File: config.mk
export PLATFORM = sky130hd
export DESIGN_NAME = lottery_scheduler_pick_unit
export DESIGN_NICKNAME = d
export VERILOG_FILES = /design/src/sv/lsp_pkg.sv /design/src/sv/lottery_scheduler_pick_unit.sv /design/src/sv/lsp_ram.sv /design/src/sv/lsp_dp.sv /design/src/sv/lsp_ctrl.sv
export SDC_FILE = /design/constraint.sdc
export NUM_CORES = 1
export LEC_CHECK = 0
export ABC_AREA = 1
export BUFFER_PORTS_ARGS = -buffer_cell sky130_fd_sc_hd__buf_2
export CORE_UTILIZATION = 45
export CTS_CLUSTER_SIZE = 24
export DETAILED_ROUTE_END_ITERATION = 7
export GPL_TIMING_DRIVEN = 0
export PLACE_DENSITY = 0.64
export SYNTH_ARGS = -nofsm -noshare
export SYNTH_HDL_FRONTEND = slang
export SYNTH_SLANG_ARGS = --single-unit
File: constraint.sdc
create_clock -name clk_i -period 4.1 [get_ports clk_i]
set_clock_uncertainty 0.05 [all_clocks]
set_input_delay 0.41 -clock clk_i [delete_from_list [all_inputs] [get_ports clk_i]]
set_output_delay 0.41 -clock clk_i [all_outputs]
set_load 0.01 [all_outputs]
File: src/sv/lsp_pkg.sv
package lsp_pkg;

  // table geometry
  localparam int unsigned ENTRIES     = 64;
  localparam int unsigned TICKET_BITS = 8;
  localparam int unsigned IDX_W       = $clog2(ENTRIES);

  // widths of the item fields
  localparam int unsigned IN_IDX_W  = 6;
  localparam int unsigned IN_TKT_W  = 8;
  localparam int unsigned DRAW_W    = 32;
  localparam int unsigned WIN_W     = 6;
  localparam int unsigned BITCNT_W  = $clog2(DRAW_W);

  // running sums never exceed every entry at full ticket count
  localparam int unsigned TOTAL_W =
    $clog2(ENTRIES * ((1 << TICKET_BITS) - 1) + 1);

  // one ram word: runnable flag above the ticket count
  localparam int unsigned ENTRY_W = TICKET_BITS + 1;

  // stream packing
  localparam int unsigned S_TDATA_W = 48;
  localparam int unsigned M_TDATA_W = 8;

  // item kind carried on the input tuser
  localparam logic MODE_UPDATE = 1'b0;
  localparam logic MODE_DRAW   = 1'b1;

  // commands from controller to datapath
  typedef struct packed {
    logic wr;        // write one table entry from the input item
    logic start;     // draw accepted: clear sums, load the random draw
    logic rd_issue;  // read the entry at the address counter, step it
    logic acc;       // add fetched runnable tickets into the total
    logic mod_step;  // one restoring step of draw modulo total
    logic addr_clr;  // rewind the address counter
    logic walk;      // add fetched runnable tickets into the running sum
    logic win_load;  // capture the current fetched entry as winner
    logic set_none;  // record the no-tickets result
    logic out_load;  // move the result into the output register
  } lsp_cmd_t;

  // status from datapath to controller
  typedef struct packed {
    logic last_addr;   // address counter sits on the last entry
    logic total_zero;  // runnable tickets sum to zero
    logic mod_last;    // final bit of the modulo reduction
    logic found;       // fetched entry pushes the sum past the target
  } lsp_sts_t;

endpackage

File: src/sv/lottery_scheduler_pick_unit.sv
// update items are written into the table as they transfer and give no result
// a draw offers its result after a pass over the single-read-port table that sums the
// runnable tickets, a 32-step modulo loop and a second pass that walks to the winner (both
// skipped with no tickets); the input is ready again as the result is offered
// one item is in work at a time; a held result stalls the next draw in its last cycle
// rst_ni clears the controller, output valid and written flags: the table reads as all zero
module lottery_scheduler_pick_unit
  import lsp_pkg::*;
(
  input  logic                 clk_i,
  input  logic                 rst_ni,
  input  logic                 s_axis_tvalid,
  output logic                 s_axis_tready,
  // entry_index[5:0], ticket_count[13:6], runnable[14], random_draw[46:15]
  input  logic [S_TDATA_W-1:0] s_axis_tdata,
  // mode[0]
  input  logic                 s_axis_tuser,
  output logic                 m_axis_tvalid,
  input  logic                 m_axis_tready,
  // winner_index[5:0]
  output logic [M_TDATA_W-1:0] m_axis_tdata,
  // none_runnable[0]
  output logic                 m_axis_tuser
);

  lsp_cmd_t         cmd;
  lsp_sts_t         sts;
  logic [WIN_W-1:0] winner_index;

  lsp_ctrl u_ctrl (
    .clk_i     (clk_i),
    .rst_ni    (rst_ni),
    .s_valid_i (s_axis_tvalid),
    .mode_i    (s_axis_tuser),
    .s_ready_o (s_axis_tready),
    .m_valid_o (m_axis_tvalid),
    .m_ready_i (m_axis_tready),
    .sts_i     (sts),
    .cmd_o     (cmd)
  );

  lsp_dp u_dp (
    .clk_i           (clk_i),
    .rst_ni          (rst_ni),
    .cmd_i           (cmd),
    .sts_o           (sts),
    .entry_index_i   (s_axis_tdata[5:0]),
    .ticket_count_i  (s_axis_tdata[13:6]),
    .runnable_i      (s_axis_tdata[14]),
    .random_draw_i   (s_axis_tdata[46:15]),
    .winner_index_o  (winner_index),
    .none_runnable_o (m_axis_tuser)
  );

  assign m_axis_tdata = {(M_TDATA_W - WIN_W)'(0), winner_index};

endmodule

File: src/sv/lsp_ram.sv
module lsp_ram #(
  parameter int unsigned WIDTH = 8,
  parameter int unsigned DEPTH = 64
) (
  input  logic                     clk_i,
  input  logic                     we_i,
  input  logic [$clog2(DEPTH)-1:0] waddr_i,
  input  logic [WIDTH-1:0]         wdata_i,
  input  logic                     re_i,
  input  logic [$clog2(DEPTH)-1:0] raddr_i,
  output logic [WIDTH-1:0]         rdata_o
);

  logic [WIDTH-1:0] mem_q [DEPTH];
  logic [WIDTH-1:0] rdata_q;

  // single write port
  always_ff @(posedge clk_i) begin
    if (we_i) begin
      mem_q[waddr_i] <= wdata_i;
    end
  end

  // registered read port
  always_ff @(posedge clk_i) begin
    if (re_i) begin
      rdata_q <= mem_q[raddr_i];
    end
  end

  assign rdata_o = rdata_q;

endmodule

File: src/sv/lsp_dp.sv
module lsp_dp
  import lsp_pkg::*;
(
  input  logic                clk_i,
  input  logic                rst_ni,
  input  lsp_cmd_t            cmd_i,
  output lsp_sts_t            sts_o,
  input  logic [IN_IDX_W-1:0] entry_index_i,
  input  logic [IN_TKT_W-1:0] ticket_count_i,
  input  logic                runnable_i,
  input  logic [DRAW_W-1:0]   random_draw_i,
  output logic [WIN_W-1:0]    winner_index_o,
  output logic                none_runnable_o
);

  logic [ENTRIES-1:0]   ent_vld_q;
  logic                 in_range;
  logic                 ram_we;
  logic [IDX_W-1:0]     waddr;
  logic [ENTRY_W-1:0]   wdata;
  logic [ENTRY_W-1:0]   rdata;

  logic [IDX_W-1:0]     addr_q, addr_d;
  logic [IDX_W-1:0]     idx_q;
  logic                 rd_vld_q;
  logic                 pipe_q;

  logic [TICKET_BITS-1:0] tkt;
  logic                   run;
  logic                   counts;

  logic [TOTAL_W-1:0]   total_q, total_d;
  logic [TOTAL_W-1:0]   sum_q, sum_d;
  logic [TOTAL_W-1:0]   sum_nx;
  logic [TOTAL_W-1:0]   rem_q, rem_d;
  logic [TOTAL_W:0]     trial;
  logic [DRAW_W-1:0]    draw_q, draw_d;
  logic [BITCNT_W-1:0]  bitcnt_q, bitcnt_d;

  logic [WIN_W-1:0]     win_q, win_d;
  logic                 none_q, none_d;
  logic [WIN_W-1:0]     out_win_q;
  logic                 out_none_q;

  // update write into the table
  assign in_range = 32'(entry_index_i) < 32'(ENTRIES);
  assign ram_we   = cmd_i.wr && in_range;
  assign waddr    = IDX_W'(entry_index_i);
  assign wdata    = {runnable_i, TICKET_BITS'(ticket_count_i)};

  lsp_ram #(
    .WIDTH (ENTRY_W),
    .DEPTH (ENTRIES)
  ) u_table (
    .clk_i   (clk_i),
    .we_i    (ram_we),
    .waddr_i (waddr),
    .wdata_i (wdata),
    .re_i    (cmd_i.rd_issue),
    .raddr_i (addr_q),
    .rdata_o (rdata)
  );

  // written-entry flags; an unwritten entry reads as zero tickets, idle
  always_ff @(posedge clk_i or negedge rst_ni) begin
    if (!rst_ni) begin
      ent_vld_q <= '0;
    end else if (ram_we) begin
      ent_vld_q[waddr] <= 1'b1;
    end
  end

  // read pipeline: address counter, fetched index and valid
  always_comb begin
    addr_d = addr_q;
    if (cmd_i.start || cmd_i.addr_clr) begin
      addr_d = '0;
    end else if (cmd_i.rd_issue) begin
      addr_d = addr_q + IDX_W'(1);
    end
  end

  always_ff @(posedge clk_i or negedge rst_ni) begin
    if (!rst_ni) begin
      addr_q   <= '0;
      pipe_q   <= 1'b0;
      rd_vld_q <= 1'b0;
    end else begin
      addr_q   <= addr_d;
      pipe_q   <= cmd_i.rd_issue;
      rd_vld_q <= ent_vld_q[addr_q];
    end
  end

  always_ff @(posedge clk_i) begin
    if (cmd_i.rd_issue) begin
      idx_q <= addr_q;
    end
  end

  // fetched entry, masked when never written
  assign tkt    = rd_vld_q ? rdata[TICKET_BITS-1:0] : '0;
  assign run    = rd_vld_q & rdata[TICKET_BITS];
  assign counts = pipe_q & run;

  // total of runnable tickets
  always_comb begin
    total_d = total_q;
    if (cmd_i.start) begin
      total_d = '0;
    end else if (cmd_i.acc && counts) begin
      total_d = total_q + TOTAL_W'(tkt);
    end
  end

  // bit-serial restoring reduction of the draw modulo the total
  assign trial = {rem_q, draw_q[DRAW_W-1]};

  always_comb begin
    rem_d    = rem_q;
    draw_d   = draw_q;
    bitcnt_d = bitcnt_q;
    if (cmd_i.start) begin
      rem_d    = '0;
      draw_d   = random_draw_i;
      bitcnt_d = BITCNT_W'(DRAW_W - 1);
    end else if (cmd_i.mod_step) begin
      if (trial >= {1'b0, total_q}) begin
        rem_d = TOTAL_W'(trial - {1'b0, total_q});
      end else begin
        rem_d = trial[TOTAL_W-1:0];
      end
      draw_d   = {draw_q[DRAW_W-2:0], 1'b0};
      bitcnt_d = bitcnt_q - BITCNT_W'(1);
    end
  end

  // running sum during the walk
  assign sum_nx = sum_q + TOTAL_W'(tkt);

  always_comb begin
    sum_d = sum_q;
    if (cmd_i.start) begin
      sum_d = '0;
    end else if (cmd_i.walk && counts) begin
      sum_d = sum_nx;
    end
  end

  // winner capture
  always_comb begin
    win_d  = win_q;
    none_d = none_q;
    if (cmd_i.set_none) begin
      win_d  = '0;
      none_d = 1'b1;
    end else if (cmd_i.win_load) begin
      win_d  = WIN_W'(idx_q);
      none_d = 1'b0;
    end
  end

  always_ff @(posedge clk_i) begin
    total_q  <= total_d;
    rem_q    <= rem_d;
    draw_q   <= draw_d;
    bitcnt_q <= bitcnt_d;
    sum_q    <= sum_d;
    win_q    <= win_d;
    none_q   <= none_d;
  end

  // output register
  always_ff @(posedge clk_i) begin
    if (cmd_i.out_load) begin
      out_win_q  <= win_q;
      out_none_q <= none_q;
    end
  end

  assign winner_index_o  = out_win_q;
  assign none_runnable_o = out_none_q;

  // status; found is only looked at by the controller during the walk
  assign sts_o.last_addr  = (addr_q == IDX_W'(ENTRIES - 1));
  assign sts_o.total_zero = (total_q == '0);
  assign sts_o.mod_last   = (bitcnt_q == '0);
  assign sts_o.found      = counts && (sum_nx > rem_q);

endmodule

File: src/sv/lsp_ctrl.sv
module lsp_ctrl
  import lsp_pkg::*;
(
  input  logic     clk_i,
  input  logic     rst_ni,
  input  logic     s_valid_i,
  input  logic     mode_i,
  output logic     s_ready_o,
  output logic     m_valid_o,
  input  logic     m_ready_i,
  input  lsp_sts_t sts_i,
  output lsp_cmd_t cmd_o
);

  localparam logic [2:0] ST_IDLE    = 3'd0;
  localparam logic [2:0] ST_SUM     = 3'd1;
  localparam logic [2:0] ST_SUM_END = 3'd2;
  localparam logic [2:0] ST_CHK     = 3'd3;
  localparam logic [2:0] ST_MOD     = 3'd4;
  localparam logic [2:0] ST_WALK    = 3'd5;
  localparam logic [2:0] ST_DONE    = 3'd6;

  logic [2:0] state_q, state_d;
  logic       m_valid_q, m_valid_d;
  logic       s_xfer;

  assign s_ready_o = (state_q == ST_IDLE);
  assign s_xfer    = s_valid_i && s_ready_o;

  // sequencer
  always_comb begin
    state_d = state_q;
    cmd_o   = '0;
    unique case (state_q)
      ST_IDLE: begin
        if (s_xfer) begin
          if (mode_i == MODE_DRAW) begin
            cmd_o.start = 1'b1;
            state_d     = ST_SUM;
          end else begin
            cmd_o.wr = 1'b1;
          end
        end
      end
      ST_SUM: begin
        cmd_o.rd_issue = 1'b1;
        cmd_o.acc      = 1'b1;
        if (sts_i.last_addr) begin
          state_d = ST_SUM_END;
        end
      end
      ST_SUM_END: begin
        cmd_o.acc = 1'b1;
        state_d   = ST_CHK;
      end
      ST_CHK: begin
        if (sts_i.total_zero) begin
          cmd_o.set_none = 1'b1;
          state_d        = ST_DONE;
        end else begin
          state_d = ST_MOD;
        end
      end
      ST_MOD: begin
        cmd_o.mod_step = 1'b1;
        if (sts_i.mod_last) begin
          cmd_o.addr_clr = 1'b1;
          state_d        = ST_WALK;
        end
      end
      ST_WALK: begin
        cmd_o.rd_issue = 1'b1;
        cmd_o.walk     = 1'b1;
        if (sts_i.found) begin
          cmd_o.win_load = 1'b1;
          state_d        = ST_DONE;
        end
      end
      ST_DONE: begin
        if (!m_valid_q || m_ready_i) begin
          cmd_o.out_load = 1'b1;
          state_d        = ST_IDLE;
        end
      end
      default: begin
        state_d = ST_IDLE;
      end
    endcase
  end

  // output valid: set on load, cleared by a transfer
  assign m_valid_d = cmd_o.out_load || (m_valid_q && !m_ready_i);

  always_ff @(posedge clk_i or negedge rst_ni) begin
    if (!rst_ni) begin
      state_q   <= ST_IDLE;
      m_valid_q <= 1'b0;
    end else begin
      state_q   <= state_d;
      m_valid_q <= m_valid_d;
    end
  end

  assign m_valid_o = m_valid_q;

endmodule
## Yosys cells after proc, flatten, opt, wreduce, memory -nomap -nowiden

Memory sizes are Yosys's and may differ from the RTL's. A register that Yosys moved wholly into a read port is not among the register bits.
Index checks and enable logic that the tools add are counted.

- RAM bits: 576
- Bits of input ports: 53
- Bits in registers: 175
- Word-level logic and storage cells: 96
- Memories kept: 1
- Output and inout port bits: 11

Memories:

| memory | depth | width | read ports | clocked after Yosys merged registers in | write ports | line | RTL |
|---|---|---|---|---|---|---|---|
| u_dp.u_table.mem_q | 64 | 9 | 1 | 1 | 1 | lsp_ram.sv:14 | `logic [WIDTH-1:0] mem_q [DEPTH];` |

- Equality and inequality tests: 13
- Reduce and logical (&&, ||, !) cells: 19
- Bitwise gates (word level): 3
- $add $sub $neg: 5
- Mux-type cells: 34
- Magnitude comparators: 5

Operators with widths:

| operator | number |
|---|---|
| two-way mux 32 bit | 2 |
| bitwise OR 64 bit | 1 |
| adder 14 x 8 -> 14 bit | 2 |
| case mux 3 bit (7 select lines) | 1 |
| two-way mux 3 bit | 6 |
| greater-or-equal comparator 15 x 14 -> 1 bit | 1 |
| greater-than comparator 14 bit | 1 |
| logical NOT 14 bit | 1 |
| less-than comparator 6 x 7 -> 1 bit (second input constant) | 2 |
| two-way mux 1 bit | 14 |
| two-way mux 14 bit | 1 |
| subtractor 14 bit | 1 |
| two-way mux 6 bit | 2 |
| two-way mux 2 bit | 5 |
| != test 2 bit (second input constant) | 5 |
| equality test 3 bit (second input constant) | 3 |
| two-way mux 8 bit | 1 |
| adder 6 x 1 -> 6 bit (second input constant) | 1 |
| binary-select mux 1 bit (select 6 bit) | 1 |
| demux 1 bit (select 6 bit) | 1 |
| equality test 3 x 2 -> 1 bit (second input constant) | 2 |
| equality test 6 bit (second input constant) | 1 |
| greater-or-equal comparator 6 x 1 -> 1 bit (second input constant) | 1 |
| logical AND 1 bit | 6 |
| other kinds (11) | 17 |

## Logic depth before layout (Yosys ltp)

- Word-level depth: 7
- Mapped depth: 26
- Mapped depth without buffers: 24

## Modules after synthesis

A second synthesis with hierarchy kept.

- Cell total of the unflattened synthesis: 3293
- Area, all modules: 33747.4 um2

By module, submodules not included:

| module | seq. area each (um2) | cells an instance | area an instance (um2) | times used |
|---|---|---|---|---|
| lsp_ram | 17566.8 | 2016 | 23889.2 | 1 |
| lsp_dp | 4234.1 | 1210 | 9480.3 | 1 |
| lsp_ctrl | 100.1 | 64 | 359.1 | 1 |
| lottery_scheduler_pick_unit | 0.0 | 3 | 18.8 | 1 |

## Least setup slack after synthesis

No wires, ideal clock.

- Kind: register -> register
- Start point: reg u_dp.rd_vld_q
- End point: reg u_dp.win_q[0]
- Data required time: 3.986 ns
- Clock period less this slack: 3.126 ns
- Cell stages (with the launch flop): 22
- Path slack: 0.974 ns
- Arrival time: 3.012 ns
- Buffers on the path: 2
- Library setup time: 0.064 ns
- Cells stage by stage: dfrtp_1 buf_4 buf_4 nand2_1 inv_1 ha_1 inv_1 nor2_1 nor2_1 inv_1 nor2_1 o21ai_0 xnor2_1 inv_1 ha_1 nand3_1 nor2_1 a21oi_1 nand3_1 nand2_1 inv_1 nor2_1

- Longest elaborated chain between the ends: 6
- Elaborated cells on any way between the ends: 8
- Classes of those cells: add/sub (1); order compare (1); mux (3); bitwise (2); reduce/logical (1)

RTL lines:

| element | line | RTL |
|---|---|---|
| from (decl) | lsp_dp.sv:25 | `logic rd_vld_q;` |
| from (signal assigned) | lsp_dp.sv:91 | `rd_vld_q <= ent_vld_q[addr_q];` |
| two-way mux 8 bit | lsp_dp.sv:102 | `assign tkt = rd_vld_q ? rdata[TICKET_BITS-1:0] : '0;` |
| adder 14 x 8 -> 14 bit | lsp_dp.sv:139 | `assign sum_nx = sum_q + TOTAL_W'(tkt);` |
| via u_dp.sum_nx[7] | lsp_dp.sv:34 | `logic [TOTAL_W-1:0] sum_nx;` |
| greater-than comparator 14 bit | lsp_dp.sv:188 | `assign sts_o.found = counts && (sum_nx > rem_q);` |
| logical AND 1 bit | lsp_dp.sv:188 |  |
| two-way mux 1 bit | lsp_ctrl.sv:74 | `if (sts_i.found) begin` |
| two-way mux 2 bit | lsp_ctrl.sv:34 | `unique case (state_q)` |
| to (signal assigned) | lsp_dp.sv:169 | `win_q <= win_d;` |
| to (decl) | lsp_dp.sv:40 | `logic [WIN_W-1:0] win_q, win_d;` |

The timed path passes the listed nets, and every way through them passes these cells.
A chain may end at the register's enable or synchronous reset.

## Worst setup path in the final report

- Start point: reg u_dp.rd_vld_q
- End point: reg u_ctrl.state_q[0]

- Longest elaborated chain between the ends: 6
- Elaborated cells on any way between the ends: 8
- Classes of those cells: add/sub (1); order compare (1); eq/ne (1); mux (1); bitwise (2); reduce/logical (2)

RTL lines:

| element | line | RTL |
|---|---|---|
| two-way mux 8 bit | lsp_dp.sv:102 |  |
| adder 14 x 8 -> 14 bit | lsp_dp.sv:139 |  |
| via u_dp.sum_nx[10] | lsp_dp.sv:34 |  |
| greater-than comparator 14 bit | lsp_dp.sv:188 |  |
| logical AND 1 bit | lsp_dp.sv:188 |  |
| != test 2 bit (no source line) | n/a |  |
| AND reduction 6 bit (no source line) | n/a |  |
| to (signal assigned) | lsp_ctrl.sv:99 | `state_q <= state_d;` |
| to (decl) | lsp_ctrl.sv:23 | `logic [2:0] state_q, state_d;` |

The timed path passes the listed nets, and every way through them passes these cells.

==> out/summary.txt <==
First drt pass iteration count = 8
Drt total wl = 107000 µm
H-Tree Depth = 3
Initial antenna violation count = 4
Post-layout min period = 3.75 ns
Gpl congestion = 0.996
Layout cells sized above 1 = 0.0840
CTS tree = yes
End of the worst register-to-register path = u_ctrl.state_q[0]$_DFFE_PN0P_
Most frequent cell after synthesis = edfxtp_1
Worst Setup Start Kind = flop
Area Overhead vs Synth = 13.6%
Hold path start = s_axis_tdata[42]
Routed Antenna Nets = 0
Post-synthesis sequential area ratio = 0.670
Die width = 271 µm
DR iter-0 viols = 3381
Max-slew violations = 22
Setup TNS = 0 ns
Crit-path cells = buf_4 -> buf_4 -> nand2_1 -> inv_1 -> ha_1 -> nand2_1 -> nor3_1 -> nand2_1 -> nand2_1 -> nand2_1 -> nand2_1 -> nand2_1 -> ha_1 -> nand4_1 -> nor2_1 -> nand2_1 -> nand2_1 -> nand2_1 -> nand2_1 -> nand2_1 -> nand2_1 -> nand2_1
CP endpoint kind = flop
Avg Inst Size Synth = 10.6 µm²
Leakage Power = 14.1 nW
Final non-filler cell total = 4264
# Max-Cap Violations = 2
Chip height = 271 µm
RSZ-0062 raised after global routing = false
DRC Markers = 0
GR Overflow Total = 0
Via Count = 24700
Vias per cell = 5.80
First-pass GRT wire length = 153000 µm
HPWL Detailed = 69500 µm
Worst r2r src = u_dp.rd_vld_q$_DFF_PN0_
Hold EP = u_dp.draw_q[27]$_DFFE_PP_
CTS Buffer Depth = 3
Most used cell, CP = nand2_1
Core ar. = 71600 µm²
Fin worst setup slack = 0.351 ns
DP Worst Slack = 0.293 ns
Worst stage delay on the critical path = 0.41 ns
Gr usage total = 0.289
Final net count = 3337
Rows = 98
Largest area contributor in the netlist = edfxtp_1
Status = finished, violations left
Yosys cell types = 41
Final setup violation count = 0
Clock slew at reported path FFs = 0.06 ns
Total power = 26.7 mW
Pin count of the biggest net entering global routing = 65
Fmax = 0.267 GHz
IO buf count = 60
Crit Path Category = flop to flop
WL per Instance = 25.2 µm
Post-CTS setup buffers = 0
Hold Path Stages = 3
Vias in the first global route = 22800
Clock Tree Root = clkbuf_16
Synth Instances = 3076
Min-delay worst type = input pin to flop
Rel. slew slack = -0.0334
Synth top area share = 0.579
Failing checks = capacitance limit, slew limit
Dpl cells = 4088
Design area = 37100 µm²
Hold Fails Final Rpt = 0
VDD IR max = 0.000521 V
Clock Latency Late Sink = 0.66 ns
Crit path DAT = 4.21 ns
Post-DP Area = 34200 µm²
Post-synth EDFFs = 630
CTS Buf Count = 80
Utilization after layout = 0.518
CP required = 4.56 ns
Hold slack = 0.0239 ns
Synth top area cells = edfxtp_1 (58%), nand2_1 (6.2%), dfrtp_1 (5.8%), o21ai_0 (5.6%), nor2_1 (5.5%)
Most instantiated cells after synthesis = edfxtp_1 (630), nand2_1 (542), nor2_1 (477), o21ai_0 (363), inv_1 (194)
PD cells = 720 nW/µm²
Cell Area, Synth = 32700 µm²
CP max FO = 10
I/O pin total = 64
Synth warn = 0
Worst slew pin tran = 1.54 ns
Slowest stage cell, crit path = ha_1
Ys flop type = edfxtp_1
Fraction of registers with async set/reset = 0.100
Die area = 73700 µm²
Initial Util = 0.456
Worst R2R Path Depth = 22
Clk sinks = 760
Reg2Reg Setup Slack = 0.35 ns
Yosys reg bits = 760
Final worst-path cycle share = 0.914
[kinds of logic after synthesis]
group	after synthesis	synth area share
AOI/OAI and AO/OA	597	0.101
xor gates and xnor gates	18	0.00483
adders and majority gates	39	0.0152
buffers and inverters	359	0.0439
DFF	760	0.670
other	1	0.000115
and+or+nand+nor	1302	0.165
[timing repair]
item	CTS	global route
gates resized for setup	0	2
endpoints found under the hold margin	100	0
hold buffers	25	0
setup endpoints to repair	0	9
[cell usage in the layout (no fill, tap or decap), types with 10 or more instances in the layout]
master         instances
edfxtp_1             630
nand2_1              541
nor2_1               475
o21ai_0              363
inv_1                194
nand3_1              186
clkbuf_1             127
buf_2                100
a21oi_1               84
clkbuf_16             82
dfrtp_1               76
o211ai_1              70
o22ai_1               57
dfxtp_1               54
ha_1                  38
or2_2                 34
nand4_1               27
dlygate4sd3_1         25
clkinv_2              18
nor3_1                14
clkinv_1              13
xor2_1                10
o221ai_1              10
[power by group]
group          total (mW)  switching [mW]  internal, mW  leakage [nW]
registers            9.27           0.303          8.96          7.02
logic                10.1            7.53          2.58          5.78
clock network        7.31            3.07          4.24          1.30
total                26.7            10.9          15.8          14.1
[layout make-up]
cell class	count	area, µm²
Timing Repair Buffer	86	581
Clock buffer	107	2210
Buffer	160	686
Clock inverter	41	425
Sequential cell	760	21900
Fill cell	6378	34500
Tap cell	950	1190
Multi-Input combinational cell	1958	9360
Inverter	199	747
Antenna cell	3	7.51
[worst max-delay path: cells and delay by family (launching register included)]
family	cells	cell delay [ns]
simple gates	17	2.07
flops	1	0.35
fa+ha+maj	2	0.69
buf+inv	3	0.45
[layer usage]
| layer | vias up | global-route usage | part of all wire | routed length (µm) |
|---|---|---|---|---|
| met1 | 11800 | 0.374 | 0.38 | 40300 |
| met5 | - | 0 | 0.00012 | 13 |
| met4 | 2 | 0.156 | 0.062 | 6650 |
| li1 | 11000 | - | - | - |
| met2 | 1546 | 0.446 | 0.45 | 48100 |
| met3 | 346 | 0.0732 | 0.11 | 12300 |
[sequential cells by signal (all words and copies together), names as in the netlist]
signal,cells
u_dp.u_table.mem_q,576
u_dp.ent_vld_q,64
u_dp.draw_q,32
u_dp.rem_q,14
u_dp.sum_q,14
u_dp.total_q,14
u_dp.u_table.rdata_o,9
u_dp.addr_q,6
u_dp.idx_q,6
u_dp.win_q,6
u_dp.winner_index_o,6
u_dp.bitcnt_q,5
u_ctrl.state_q,3
u_ctrl.m_valid_o,1
u_dp.none_q,1
u_dp.none_runnable_o,1
u_dp.pipe_q,1
u_dp.rd_vld_q,1
[worst max-delay path by stage]
stage | slack [ns] | startpoint | depth (start not counted) | to
floorplan | 0.97 | u_dp.rd_vld_q$_DFF_PN0_ | 21 | u_dp.win_q[0]$_SDFFE_PP0P_
global placement | 0.34 | u_dp.rd_vld_q$_DFF_PN0_ | 20 | u_dp.win_q[0]$_SDFFE_PP0P_
detailed placement | 0.29 | u_dp.rd_vld_q$_DFF_PN0_ | 20 | u_dp.win_q[2]$_SDFFE_PP0P_
CTS | 0.27 | u_dp.rd_vld_q$_DFF_PN0_ | 20 | u_dp.win_q[2]$_SDFFE_PP0P_
global route | 0.02 | u_dp.rd_vld_q$_DFF_PN0_ | 22 | u_ctrl.state_q[2]$_DFFE_PN0P_
finish | 0.35 | u_dp.rd_vld_q$_DFF_PN0_ | 22 | u_ctrl.state_q[0]$_DFFE_PN0P_
No activity file was read; power rests on OpenSTA's default activity.
